`src/design/rpa_pkg.sv`:
```
// Shared types, constants, sine table and saturation helper for the axis rotation pipeline.
package rpa_pkg;

  localparam int COORD_W        = 32;
  localparam int DIFF_W         = COORD_W + 1;
  localparam int TRIG_FRAC_BITS = 15;
  localparam int TRIG_W         = TRIG_FRAC_BITS + 2;
  localparam int PROD_W         = DIFF_W + TRIG_W;
  localparam int SUM_W          = PROD_W + 1;
  localparam int SHR_W          = SUM_W - TRIG_FRAC_BITS;
  localparam int RES_W          = SHR_W + 1;
  localparam int ANG_W          = 9;
  localparam int QIDX_W         = 7;
  localparam int KIND_W         = 2;
  localparam int PIPE_DEPTH     = 5;
  localparam int IN_DATA_W      = 208;
  localparam int OUT_DATA_W     = 96;

  localparam int unsigned HALF_TURN = 180;
  localparam int unsigned FULL_TURN = 2 * HALF_TURN;
  localparam int unsigned QUARTER   = HALF_TURN / 2;
  localparam logic [63:0] PI_Q32    = 64'd13493037705;

  // Divisors (2k)(2k+1) of the Taylor terms for k = 1..12.
  localparam logic [12:1][9:0] TAYLOR_DIV = {10'd600, 10'd506, 10'd420, 10'd342, 10'd272,
                                             10'd210, 10'd156, 10'd110, 10'd72, 10'd42,
                                             10'd20, 10'd6};

  localparam logic signed [TRIG_W-1:0] TRIG_ONE   = TRIG_W'(1) << TRIG_FRAC_BITS;
  localparam logic signed [SUM_W-1:0]  ROUND_HALF = SUM_W'(1) << (TRIG_FRAC_BITS - 1);

  typedef enum logic [KIND_W-1:0] {
    AXIS_X    = 2'd0,
    AXIS_Y    = 2'd1,
    AXIS_Z    = 2'd2,
    AXIS_NONE = 2'd3
  } axis_t;

  typedef struct packed {
    logic signed [TRIG_W-1:0] s;
    logic signed [TRIG_W-1:0] c;
  } trig_t;

  typedef struct packed {
    logic signed [COORD_W-1:0] x;
    logic signed [COORD_W-1:0] y;
    logic signed [COORD_W-1:0] z;
  } vec3_t;

  typedef struct packed {
    logic                      sat;
    logic signed [COORD_W-1:0] val;
  } coord_t;

  typedef logic [QUARTER:0][TRIG_W-1:0] sin_tbl_t;

  // Sine of r degrees for r in 0..90, from a truncated Taylor series in Q31 fixed point, rounded to 15 fraction bits.
  function automatic logic [TRIG_W-1:0] quarter_sin(input int unsigned r);
    logic [63:0] x;
    logic [63:0] x2;
    logic [63:0] term;
    logic [63:0] sum;
    x    = (64'(r) * PI_Q32 + 64'(HALF_TURN)) / 64'(FULL_TURN);
    x2   = (x * x) >> 31;
    term = x;
    sum  = x;
    for (int k = 1; k <= 12; k++) begin
      term = (term * x2) >> 31;
      term = term / 64'(TAYLOR_DIV[k]);
      if ((k % 2) == 1) begin
        sum = sum - term;
      end else begin
        sum = sum + term;
      end
    end
    return TRIG_W'((sum + (64'(1) << (30 - TRIG_FRAC_BITS))) >> (31 - TRIG_FRAC_BITS));
  endfunction

  function automatic sin_tbl_t build_sin_tbl();
    sin_tbl_t t;
    for (int unsigned i = 0; i <= QUARTER; i++) begin
      t[i] = quarter_sin(i);
    end
    return t;
  endfunction

  localparam sin_tbl_t SIN_TBL = build_sin_tbl();

  // Clips a widened coordinate to the signed 32-bit range.
  function automatic coord_t sat_coord(input logic signed [RES_W-1:0] v);
    coord_t res;
    if ((&v[RES_W-1:COORD_W-1]) || !(|v[RES_W-1:COORD_W-1])) begin
      res.sat = 1'b0;
      res.val = v[COORD_W-1:0];
    end else begin
      res.sat = 1'b1;
      res.val = v[RES_W-1] ? {1'b1, {(COORD_W-1){1'b0}}} : {1'b0, {(COORD_W-1){1'b1}}};
    end
    return res;
  endfunction

endpackage

```
`src/design/rpa_trig.sv`:
```
// Two-stage sine and cosine lookup for a whole-degree angle.
module rpa_trig
  import rpa_pkg::*;
(
  input  logic             clk,
  input  logic             en,
  input  logic [ANG_W-1:0] angle,
  output trig_t            trig
);

  typedef struct packed {
    logic [1:0]        q;
    logic [QIDX_W-1:0] r;
  } quad_t;

  function automatic quad_t split_angle(input logic [ANG_W:0] a);
    quad_t res;
    if (a >= (ANG_W+1)'(3 * QUARTER)) begin
      res.q = 2'd3;
      res.r = QIDX_W'(a - (ANG_W+1)'(3 * QUARTER));
    end else if (a >= (ANG_W+1)'(HALF_TURN)) begin
      res.q = 2'd2;
      res.r = QIDX_W'(a - (ANG_W+1)'(HALF_TURN));
    end else if (a >= (ANG_W+1)'(QUARTER)) begin
      res.q = 2'd1;
      res.r = QIDX_W'(a - (ANG_W+1)'(QUARTER));
    end else begin
      res.q = 2'd0;
      res.r = QIDX_W'(a);
    end
    return res;
  endfunction

  function automatic logic signed [TRIG_W-1:0] lookup(input quad_t qr);
    logic [QIDX_W-1:0]        idx;
    logic signed [TRIG_W-1:0] v;
    idx = qr.q[0] ? (QIDX_W'(QUARTER) - qr.r) : qr.r;
    v   = SIN_TBL[idx];
    return qr.q[1] ? -v : v;
  endfunction

  logic [ANG_W:0] sin_ang;
  logic [ANG_W:0] cos_ang;
  logic [ANG_W:0] cos_raw;
  quad_t          sin_qr_r;
  quad_t          cos_qr_r;
  quad_t          sin_qr_nxt;
  quad_t          cos_qr_nxt;
  trig_t          trig_r;
  trig_t          trig_nxt;

  always_comb begin
    sin_ang    = (angle >= ANG_W'(FULL_TURN)) ? (ANG_W+1)'(angle - ANG_W'(FULL_TURN))
                                               : (ANG_W+1)'(angle);
    cos_raw    = sin_ang + (ANG_W+1)'(QUARTER);
    cos_ang    = (cos_raw >= (ANG_W+1)'(FULL_TURN)) ? cos_raw - (ANG_W+1)'(FULL_TURN) : cos_raw;
    sin_qr_nxt = split_angle(sin_ang);
    cos_qr_nxt = split_angle(cos_ang);
    trig_nxt.s = lookup(sin_qr_r);
    trig_nxt.c = lookup(cos_qr_r);
  end

  always_ff @(posedge clk) begin
    if (en) begin
      sin_qr_r <= sin_qr_nxt;
      cos_qr_r <= cos_qr_nxt;
      trig_r   <= trig_nxt;
    end
  end

  assign trig = trig_r;

endmodule

```
`config.mk`:
```
export PLATFORM = sky130hd
export DESIGN_NAME = rpa_trig
export DESIGN_NICKNAME = d
export VERILOG_FILES = /design/src/design/rpa_pkg.sv /design/src/design/rpa_trig.sv
export SDC_FILE = /design/constraint.sdc
export NUM_CORES = 1
export LEC_CHECK = 0
export BUFFER_PORTS_ARGS = -buffer_cell sky130_fd_sc_hd__buf_2
export CORE_MARGIN = 3
export CORE_UTILIZATION = 40
export CTS_CLUSTER_DIAMETER = 30
export CTS_CLUSTER_SIZE = 30
export DETAILED_ROUTE_END_ITERATION = 8
export HOLD_SLACK_MARGIN = 0.06
export PLACE_DENSITY_LB_ADDON = 0.15
export SLEW_MARGIN = 30
export SYNTH_ARGS = -nofsm -noshare
export SYNTH_HDL_FRONTEND = slang
export SYNTH_SLANG_ARGS = --single-unit
```
`constraint.sdc`:
```
create_clock -name clk -period 6.74 [get_ports clk]
set_input_delay 0.337 -clock clk [delete_from_list [all_inputs] [get_ports clk]]
set_output_delay 0.337 -clock clk [all_outputs]
set_load 0.005 [all_outputs]
```
==> results.md <==
* Crit-path max FO at 25
* Clock Tree Root: clkbuf_16
* Worst VDD drop at approximately 0.16 mV
* Mapped Area at 0.00897 sq mm
* Cells after synthesis at 1252
* Clock skew at 7.52 ps
* CORE AREA at 0.0220 sq mm
* Setup violations, final at 0
* N_diodes at 0
* Clk_lat worst skew at 310 ps
* Fin. Hold Viols at 0
* Total CTS buffers at 5
* # port buffers at 44
* Synthesized area per cell at 7.17 sq um
* Vias in the first global route at approximately 8900
* Dominant cell type by area after synthesis: edfxtp_1
* CTS Hold Bufs at 0
* Synth top area share at 17.1%
* GP Congestion at 0.977
* Placement Cell Area at around 0.009 sq mm
* Residual DRC count at 0
* Fin crit share at 77.7%
* First-pass GRT wire length at 49.3 mm
* Pin count of the biggest net entering global routing at between 50 and 60
* YS warnings at 0
* Post-DP HPWL at ~22 mm
* Final instance area at 0.00940 sq mm
* EDFF count, synth at between 50 and 60
* Layout Nets at 1246
* Worst EP required at 6790 ps
* Routed Antenna Nets at 0
* DRT Pass-1 Iters at 6
* Crit end category: flip-flop
* Count of different cell masters after synthesis at 100
* GRT Resource Usage Total at between 20% and 30%
* Synth Area in XOR/XNOR at about 5.7%
* Post-synthesis register bit count at 51
* Seq/Total Area, Yosys at 17.1%
* Post-synthesis async set-or-reset flop share at 0%
* Die Wd at 156 um
* Top_reg_cell synth: edfxtp_1
* Area Growth Syn to Fin at 4.77%
* Die area at 0.0243 sq mm
* Max Freq at around 190 MHz
* Post-synthesis mux area share at 3.77%
* Worst slew pin tran at between 1000 and 1500 ps
* # IOs at 45
* CTS H-tree lvls at 2
* Compound-gate portion of the synthesized area at 39.4%
* Clk slew on worst S/H paths at approximately 70 ps
* CP Class: reg2reg
* Outcome: finished, final reports clean
* Initial Utilization at 40.9%
* Synth Area in Adders at 3.40%
* Die Ht at 156 um
* Rows at 54
* GRT overflow at 0
* Clk sinks at just over 50
* Fraction of layout cells with a size suffix above 1 at 11.7%
* Post-cts resize count at 0
* Crit path DAT at 5290 ps
* Hold Crit Class: in2reg
* Largest family of logic cells by synthesized area: compound AO/OA/AOI/OAI gates
* Worst setup SP type: flip-flop
* Fin crit period at 5240 ps
* DR vias at 10100
* Slew HR at 32.4%
* CTS tree: built
* Setup bufs post-CTS at 0
* Unrepaired setup endpoints after global routing: no
* Leak at 0.00334 uW
* Antenna violations before repair at 0
* Total Neg Setup Slack at 0 ps
* Maximum root-to-sink buffer count at 2
* Final WL at 30.9 mm
* Average wire per standard cell at 20.7 um
* Syn Nets at 1285
* Initial DRC count at 1317
* DR vias/cell at 6.78
* Max-slew violation count at 0
* Number of max-cap violations at 0
* Most frequent cells after synthesis: nand2_1 (118), o21ai_0 (118), a21oi_1 (107)
* Largest cells by area after synthesis: edfxtp_1 (17%), o21ai_0 (6.6%), a21oi_1 (6.0%)
* Pwr Density at 424 mW/mm^2
* Post-synthesis simple-gate area fraction at 23.1%
[sequential cells by signal, indices dropped and copies added, names as in the netlist]
register  count
sin_qr_r      9
cos_qr_r      8
trig         34
[report_power, final]
group          switching (uW)  leakage [uW]  internal [uW]
Combinational            1950       0.00276           1110
Sequential               84.5      0.000500            550
Clock                     124     0.0000759            173
[layer usage]
layer | share of wire (%) | GRT usage (%)
met1 | 43 | 35.2
met2 | 44 | 38.2
met3 | 9.4 | 3.27
met4 | 2.9 | 7.91
met5 | 0 | 0
[path summary, 6_finish.rpt]
| kind | from | end | slack (ps) | cells after the start |
|---|---|---|---|---|
| worst max-delay path | cos_qr_r[1] | trig[12] | 1500 | 14 |
| worst min-delay path | angle[0] | sin_qr_r[0] | 290 | 1 |
| worst max register to register | cos_qr_r[1] | trig[12] | 1500 | 14 |
| worst min register to register | cos_qr_r[6] | trig[0] | 1020 | 4 |
[metrics by stage]
step / worst slack (ps) / power (uW) / utilization, % / std cells / hold WS (ps)
2_1_floorplan: 2220 / 2810 / - / 1252 / 436
3_3_place_gp: 1610 / 3640 / 42.1 / 1486 / 605
3_5_place_dp: 1600 / 3610 / 42.1 / 1486 / 603
4_1_cts: 1600 / 3910 / 42.8 / 1493 / 283
5_1_grt: 1210 / 4290 / 42.8 / 1493 / 291
6_report: 1500 / 3990 / 42.8 / 1493 / 287
[layout by cell type, fill, tap and decap left out, types with 6 or more instances in the layout]
master     instances
a211o_1            6
o31ai_1           16
mux2_2             8
a21oi_1          107
o22ai_1           20
or3_1             16
o2111ai_1          6
o211ai_1          18
nor4_1             6
nor3_1            46
a21boi_0           7
or2_2              9
a31oi_1           25
o311ai_0          12
edfxtp_1          51
nor2_1            93
a221oi_1          10
nand4_1           12
buf_4             34
a311oi_1          15
and3_1            11
ha_1              22
a22oi_1            9
xor2_1            18
and2_1             8
nor2b_1           16
buf_2             44
a211oi_1          20
mux2i_1           18
o21a_1            11
a21o_1            10
inv_1             29
nand3_1           47
o21ai_0          118
xnor2_1           40
nand2b_1           8
nand2_1          118
o21ai_1            6
o221ai_1          19
[cell type report]
| cell class | instances | area (sq um) |
|---|---|---|
| clock buffer | 5 | 125 |
| fill | 2301 | 12600 |
| inverter | 31 | 116 |
| timing repair buffer | 78 | 475 |
| clock inverter | 2 | 37.5 |
| tap | 280 | 350 |
| multi-input combinational | 1046 | 6760 |
| sequential | 51 | 1530 |
[worst max-delay path, cell delays in order, from the launching register on]
cell and delay, ps:
edfxtp_1 560, ha_1 430, o21a_1 270, or3_1 360
nand2_1 580, buf_4 400, mux2_2 210, a221oi_1 70
a311oi_1 580, or2_2 230, ha_1 180, nand4_1 140
or4_4 560, o31ai_1 290, xnor2_1 100
[cell families after synthesis]
group / Yosys count
compound gates: 512
simple gates: 422
xor+xnor: 58
buf+inv: 155
flops: 51
mux: 29
fa+ha+maj: 25
(Power assumes the default switching activity.)
